$ cat src/hw/rtl/assert_macros.svh
// Assertion macros used by the top level of the console writer.
`ifndef ASSERT_MACROS_SVH
`define ASSERT_MACROS_SVH

// Same-cycle implication, disabled while reset is asserted.
`define ASSERT_SAME(label, clk, rst_n, ante, cons, msg) \
    label: assert property (@(posedge clk) disable iff (!rst_n) (ante) |-> (cons)) \
        else $error(msg);

// Next-cycle implication, disabled while reset is asserted.
`define ASSERT_NEXT(label, clk, rst_n, ante, cons, msg) \
    label: assert property (@(posedge clk) disable iff (!rst_n) (ante) |=> (cons)) \
        else $error(msg);

`endif

$ cat src/hw/rtl/tcw_pkg.sv
// Types and constants shared by the text console writer modules.
package tcw_pkg;

    localparam int OP_W        = 3;
    localparam int CHAR_W      = 8;
    localparam int ATTR_W      = 8;
    localparam int IDX_W       = 11;
    localparam int CELL_W      = CHAR_W + ATTR_W;
    localparam int IN_TDATA_W  = 24;
    localparam int OUT_TDATA_W = 32;

    localparam logic [CHAR_W-1:0] CH_NEWLINE   = 8'd10;
    localparam logic [CHAR_W-1:0] CH_BACKSPACE = 8'd8;
    localparam logic [CHAR_W-1:0] CH_SPACE     = 8'd32;

    typedef enum logic [OP_W-1:0] {
        OP_PUT   = 3'd0,
        OP_CLEAR = 3'd1,
        OP_LEFT  = 3'd2,
        OP_RIGHT = 3'd3,
        OP_UP    = 3'd4,
        OP_DOWN  = 3'd5,
        OP_READ  = 3'd6
    } t_op;

    typedef enum logic [2:0] {
        ST_INIT,
        ST_IDLE,
        ST_EXEC,
        ST_READ_WAIT,
        ST_SCROLL_RD,
        ST_SCROLL_WR,
        ST_FILL,
        ST_DONE
    } t_state;

    typedef struct packed {
        logic capture;
        logic exec;
        logic rd_take;
        logic copy_rd;
        logic copy_wr;
        logic fill_step;
        logic init_step;
        logic load_out;
    } t_dp_cmd;

    typedef struct packed {
        t_op  op;
        logic need_scroll;
        logic rd_hit;
        logic sweep_last;
        logic fill_last;
    } t_dp_status;

endpackage

$ cat src/hw/rtl/tcw_ctrl.sv
// Controller state machine of the text console writer.
module tcw_ctrl (
    input  logic                i_clk,
    input  logic                i_rst_n,
    input  logic                i_in_valid,
    output logic                o_in_ready,
    output logic                o_out_valid,
    input  logic                i_out_ready,
    input  tcw_pkg::t_dp_status i_status,
    output tcw_pkg::t_dp_cmd    o_cmd
);

    tcw_pkg::t_state r_state, n_state;
    logic            r_out_valid, n_out_valid;

    always_ff @(posedge i_clk) begin
        if (!i_rst_n) begin
            r_state     <= tcw_pkg::ST_INIT;
            r_out_valid <= 1'b0;
        end else begin
            r_state     <= n_state;
            r_out_valid <= n_out_valid;
        end
    end

    always_comb begin
        n_state     = r_state;
        o_cmd       = '0;
        o_in_ready  = 1'b0;
        n_out_valid = r_out_valid && !i_out_ready;
        case (r_state)
            tcw_pkg::ST_INIT: begin
                o_cmd.init_step = 1'b1;
                if (i_status.fill_last) begin
                    n_state = tcw_pkg::ST_IDLE;
                end
            end
            tcw_pkg::ST_IDLE: begin
                o_in_ready = 1'b1;
                if (i_in_valid) begin
                    o_cmd.capture = 1'b1;
                    n_state       = tcw_pkg::ST_EXEC;
                end
            end
            tcw_pkg::ST_EXEC: begin
                o_cmd.exec = 1'b1;
                if (i_status.op == tcw_pkg::OP_CLEAR) begin
                    n_state = tcw_pkg::ST_FILL;
                end else if (i_status.op == tcw_pkg::OP_READ && i_status.rd_hit) begin
                    n_state = tcw_pkg::ST_READ_WAIT;
                end else if (i_status.need_scroll) begin
                    n_state = tcw_pkg::ST_SCROLL_RD;
                end else begin
                    n_state = tcw_pkg::ST_DONE;
                end
            end
            tcw_pkg::ST_READ_WAIT: begin
                o_cmd.rd_take = 1'b1;
                n_state       = tcw_pkg::ST_DONE;
            end
            tcw_pkg::ST_SCROLL_RD: begin
                o_cmd.copy_rd = 1'b1;
                n_state       = tcw_pkg::ST_SCROLL_WR;
            end
            tcw_pkg::ST_SCROLL_WR: begin
                o_cmd.copy_wr = 1'b1;
                n_state = i_status.sweep_last ? tcw_pkg::ST_FILL : tcw_pkg::ST_SCROLL_RD;
            end
            tcw_pkg::ST_FILL: begin
                o_cmd.fill_step = 1'b1;
                if (i_status.fill_last) begin
                    n_state = tcw_pkg::ST_DONE;
                end
            end
            tcw_pkg::ST_DONE: begin
                if (!r_out_valid || i_out_ready) begin
                    o_cmd.load_out = 1'b1;
                    n_out_valid    = 1'b1;
                    n_state        = tcw_pkg::ST_IDLE;
                end
            end
            default: begin
                n_state = tcw_pkg::ST_IDLE;
            end
        endcase
    end

    assign o_out_valid = r_out_valid;

endmodule

$ cat config.mk
export PLATFORM = sky130hd
export DESIGN_NAME = tcw_ctrl
export DESIGN_NICKNAME = d
export VERILOG_FILES = /design/src/hw/rtl/assert_macros.svh /design/src/hw/rtl/tcw_pkg.sv /design/src/hw/rtl/tcw_ctrl.sv
export SDC_FILE = /design/constraint.sdc
export NUM_CORES = 1
export LEC_CHECK = 0
export ABC_AREA = 1
export ABC_CLOCK_PERIOD_IN_PS = 1300
export BUFFER_PORTS_ARGS = -buffer_cell sky130_fd_sc_hd__clkbuf_2
export CAP_MARGIN = 20
export CORE_AREA = 4 4 41 43
export CTS_BUF_LIST = sky130_fd_sc_hd__clkbuf_4 sky130_fd_sc_hd__clkbuf_8 sky130_fd_sc_hd__clkbuf_16
export CTS_CLUSTER_DIAMETER = 40
export DETAILED_ROUTE_END_ITERATION = 10
export DIE_AREA = 0 0 45 47
export PLACE_DENSITY = 0.59
export SYNTH_ARGS = -nofsm -noshare
export SYNTH_HDL_FRONTEND = slang
export SYNTH_SLANG_ARGS = --single-unit
$ cat constraint.sdc
create_clock -name i_clk -period 1.3 [get_ports i_clk]
set_clock_uncertainty 0.1 [all_clocks]
set_input_delay 0.195 -clock i_clk [delete_from_list [all_inputs] [get_ports i_clk]]
set_output_delay 0.195 -clock i_clk [all_outputs]
set_load 0.01 [all_outputs]
# [Yosys cells after proc, flatten, opt, wreduce, memory -nomap -nowiden]
# Index checks and enable logic that the tools add are counted.
[op_classes] mux=22 n_eq_ne=13 n_reduce_logical=7
[ops] operator="$pmux 3 s8" n=1
[ops] operator="$mux 3" n=6
[ops] operator="$eq 3x3->1 const B" n=5
[ops] operator="$mux 1" n=13
[ops] operator="$ne 2x2->1 const B" n=4
[ops] operator="$eq 3x1->1 const B" n=2
[ops] operator="$eq 3x2->1 const B" n=2
[ops] operator="$mux 2" n=2
[ops] operator="$reduce_and 4->1" n=1
[ops] operator="$logic_not 3->1" n=1
[ops] operator="$logic_and 1x1->1" n=2
[ops] operator="$logic_not 1->1" n=2
[ops] operator="$logic_or 1x1->1" n=1
[totals] register_bits=4 elab_cells=44 output_inout_bits=10

# [Depth between registers and ports, before layout]
[logic_depth] ltp_word=5 depth_mapped=8 ltp_nobuf=8

# [Least setup slack after synthesis]
# No wires, ideal clock.
[synth_timing] path_kind="reg2reg" startpoint="register r_state[0]" endpoint="register r_state[2]" setup_slack_ns=0.051 required_time_ns=1.087 arrival_time_ns=1.036 path_stages_with_launch=8 period_less_slack_ns=1.249 cell_sequence="dfxtp_1 -> nand2_2 -> nor2_1 -> nand2_2 -> nand3_2 -> nand2_1 -> nand2_1 -> nor2_1"
[synth_via] elab_chain_len=3
[synth_lines] item="from (decl)" line_no="tcw_ctrl.sv:13" text="tcw_pkg::t_state r_state, n_state;"
[synth_lines] item="from (signal assigned)" line_no="tcw_ctrl.sv:18" text="r_state <= tcw_pkg::ST_INIT;"
[synth_lines] item="from (signal assigned)" line_no="tcw_ctrl.sv:21" text="r_state <= n_state;"
[synth_lines] item="$eq 3x3->1 (tied with other cells)" line_no="tcw_ctrl.sv:31" text="case (r_state)"
[synth_lines] item="$ne 2x2->1 (no line)"
[synth_lines] item="$reduce_and 4->1 (no line)"
# Several ways; a longest one is shown, not always the timed one.
# A chain may end at the register's enable or synchronous reset.

==> results.toml <==
[sta]
max_slew.worst_pin.slew_ns = 0.217
min_period_over_period_pct = 102
max_freq_mhz = 755
drv_slew = 0
relSlewSlack_pct = 85.5
rsz0062_at_grt = "true"
finalSetupViolations = 3
finalHoldViolCount = 0
period_needed_ns = 1.32
layout_setup_ws_ns = -0.0249
hold_slack_ns = 0.104

[detailed_routing]
drtAntennaViolNets = 0
wl_per_cell_microns = 10.3
drt_wl_total_mm = 1.08
vias = 469
drt-initial-drc-count = 2
dr.pass1.iters = 2
drc = 0
routed_via_density = 4.47

[final_layout]
nNetsFinal = 103
diodes = 0
area_growth_pct = 75.2
finalNonFillerCells = 105
layout-drive-gt1-share_pct = 52.2

[hold_path]
hp-class = "input pin to flop"
hold_depth = 3
worstHoldEndpoint = "r_state[1]"
min_from = "i_rst_n"

[setup_path]
end_kind = "output port"
crit_fanout = 5
path_class = "flop to output port"
reg2reg_depth = 7
rr_endpoint = "r_state[2]"
r2r-start = "r_state[0]"
crit_path_start = "r_state[1]"
required_ns = 1.00
worstPathArrival_ns = 1.03
crit_path_start_kind = "flop"
r2r_slack_ns = 0.06

[power]
power.density_nw_per_um2 = 1960
p_total_w = 0.00119
sw_frac_of_total_pct = 48.8
vdd_drop_max_uv = 1300
power_frac_clock_pct = 12.7
p_leak_nw = 0.341
power_frac_seq_pct = 25.6
internal_power_w = 0.000610
p_comb_share_pct = 61.7
p_switching_w = 0.000582

[grt]
grt_pass1_wl_mm = 1.70
grt_max_degree = 7
grt_pass1_vias = 434
antenna_found_initial = 0
grt_overflow = 0
track_usage_pct = 11.1

[clocking]
clock_sinks = 4
cts_hold_buf = 0
cts_tree = "done"
htree_levels = 1
cts-root-buf = "clkbuf_4"
clkTransAtPathRegs_ns = 0.03
clk_latency_ns = 0.23
cts_made_buffers = 3
cts_buffer_depth = 2

[synthesis]
netlist_top_cells_count = "21 x nand2_1, 10 x inv_1, 9 x nor2_1, 5 x a21oi_1"
synth_top_cell_by_area = "dfxtp_1"
synth_warnings = 0
syn_area_sq_um = 348
ys_types = 12
synth_nets = 75
netlist_top_cells_area = "dfxtp_1 23%, nand2_1 23%, inv_1 11%"
yosysSeqAreaShare_pct = 23.0
async_flop_share_pct = 0
synthCells = 64
yosysMostFrequentCell = "nand2_1"
synth_edf_count = 0
yosysTopAreaCellShare_pct = 23.0
yosys_most_used_dff = "dfxtp_1"
ys_seq_elements = 4
synth_area_per_cell_sq_um = 5.43

[place]
io_buffers = 20
routabilityCongestion = 0.793
place_inst = 100
place_ws_ns = -0.0392
detailed_place_hpwl_microns = 838

[floorplan]
ios = 21
start_util_pct = 26.7
dieWidth_microns = 45
rows = 13
core_sq_um = 1300
fp.dieArea_sq_um = 2120
die_h_microns = 47

[run_status]
violations = "setup timing"
run_status = "finished, violations left"

[job]
maxCapViolCount = 0
[logic make-up (layout without fill, tap and decap cells)]
kind of cell	after synthesis	count (layout)	synth area share [%]
compound gates	6	6	9.35
buf+inv	12	38	13.0
flops	4	4	23.0
simple gates	42	42	54.7
[sequential cells by signal (all words and copies together), names as in the netlist]
| register | count |
|---|---|
| r_state | 3 |
| o_out_valid | 1 |
[how the worst max path moves through the flow]
stage,endpoint,slack (ns),cells past startpoint
floorplan,r_state[2],0.05,7
global placement,r_state[1],-0.008,8
detailed placement,r_state[1],-0.04,8
CTS,o_cmd[6],-0.03,3
global route,o_cmd[7],-0.10,4
finish,o_cmd[7],-0.02,4
[per-stage QoR]
stage | cell area, sq um | TNS (ns) | util (%)
2_1_floorplan | 348 | 0 | -
3_5_place_dp | 474 | -0.0392 | 36.4
3_3_place_gp | 474 | -0.00793 | 36.4
5_1_grt | 609 | -0.436 | 46.8
6_report | 609 | -0.0632 | 46.8
4_1_cts | 584 | -0.0972 | 44.9
[power groups by stage]
stage | combinational [W] | clock, W | sequential, W
2_1_floorplan | 0.000361 | 0 | 0.000223
3_3_place_gp | 0.000539 | 0 | 0.000230
3_5_place_dp | 0.000541 | 0 | 0.000229
4_1_cts | 0.000673 | 0.000157 | 0.000299
5_1_grt | 0.000801 | 0.000168 | 0.000316
6_report | 0.000736 | 0.000151 | 0.000305
[layout by cell type, fill, tap and decap left out]
master,instances
nor2_2,2
nor3_2,2
nand3_1,2
nor2_4,2
buf_4,2
nand3_2,3
buf_2,4
nand2_1,20
dfxtp_4,3
inv_6,2
buf_6,3
a21oi_1,5
nor3_4,2
inv_2,2
nand2_2,2
nor3_1,1
nor2_1,5
clkbuf_4,3
inv_1,8
dfxtp_1,1
clkbuf_2,14
nand2_4,1
o21a_1,1
[critical path, cell delays in order, from the launching register on]
cell and delay [ns]:
dfxtp_4 0.37, inv_6 0.09, nand2_4 0.08, nor3_2 0.11
buf_2 0.15
[cell type report]
class,count,area [sq um]
sequential,4,91.3
inverter,12,55.1
multi-input combinational,48,283
timing repair buffer,23,139
fill,141,692
tap,15,18.8
clock buffer,3,22.5
[routing by layer]
layer,global-route usage [%],vias to the layer above,routed length (microns)
met1,13.4,200,456
met2,18.4,13,529
met5,0,-,0
met3,4.98,0,92
li1,-,256,-
met4,1.75,0,0
[what timing repair did]
action                                  4_1_cts  5_1_grt
pin swaps                                     1        1
gates resized for setup                      23       12
endpoints found under the setup margin       10       10
setup buffers                                 2        0
(Power assumes the default switching activity.)
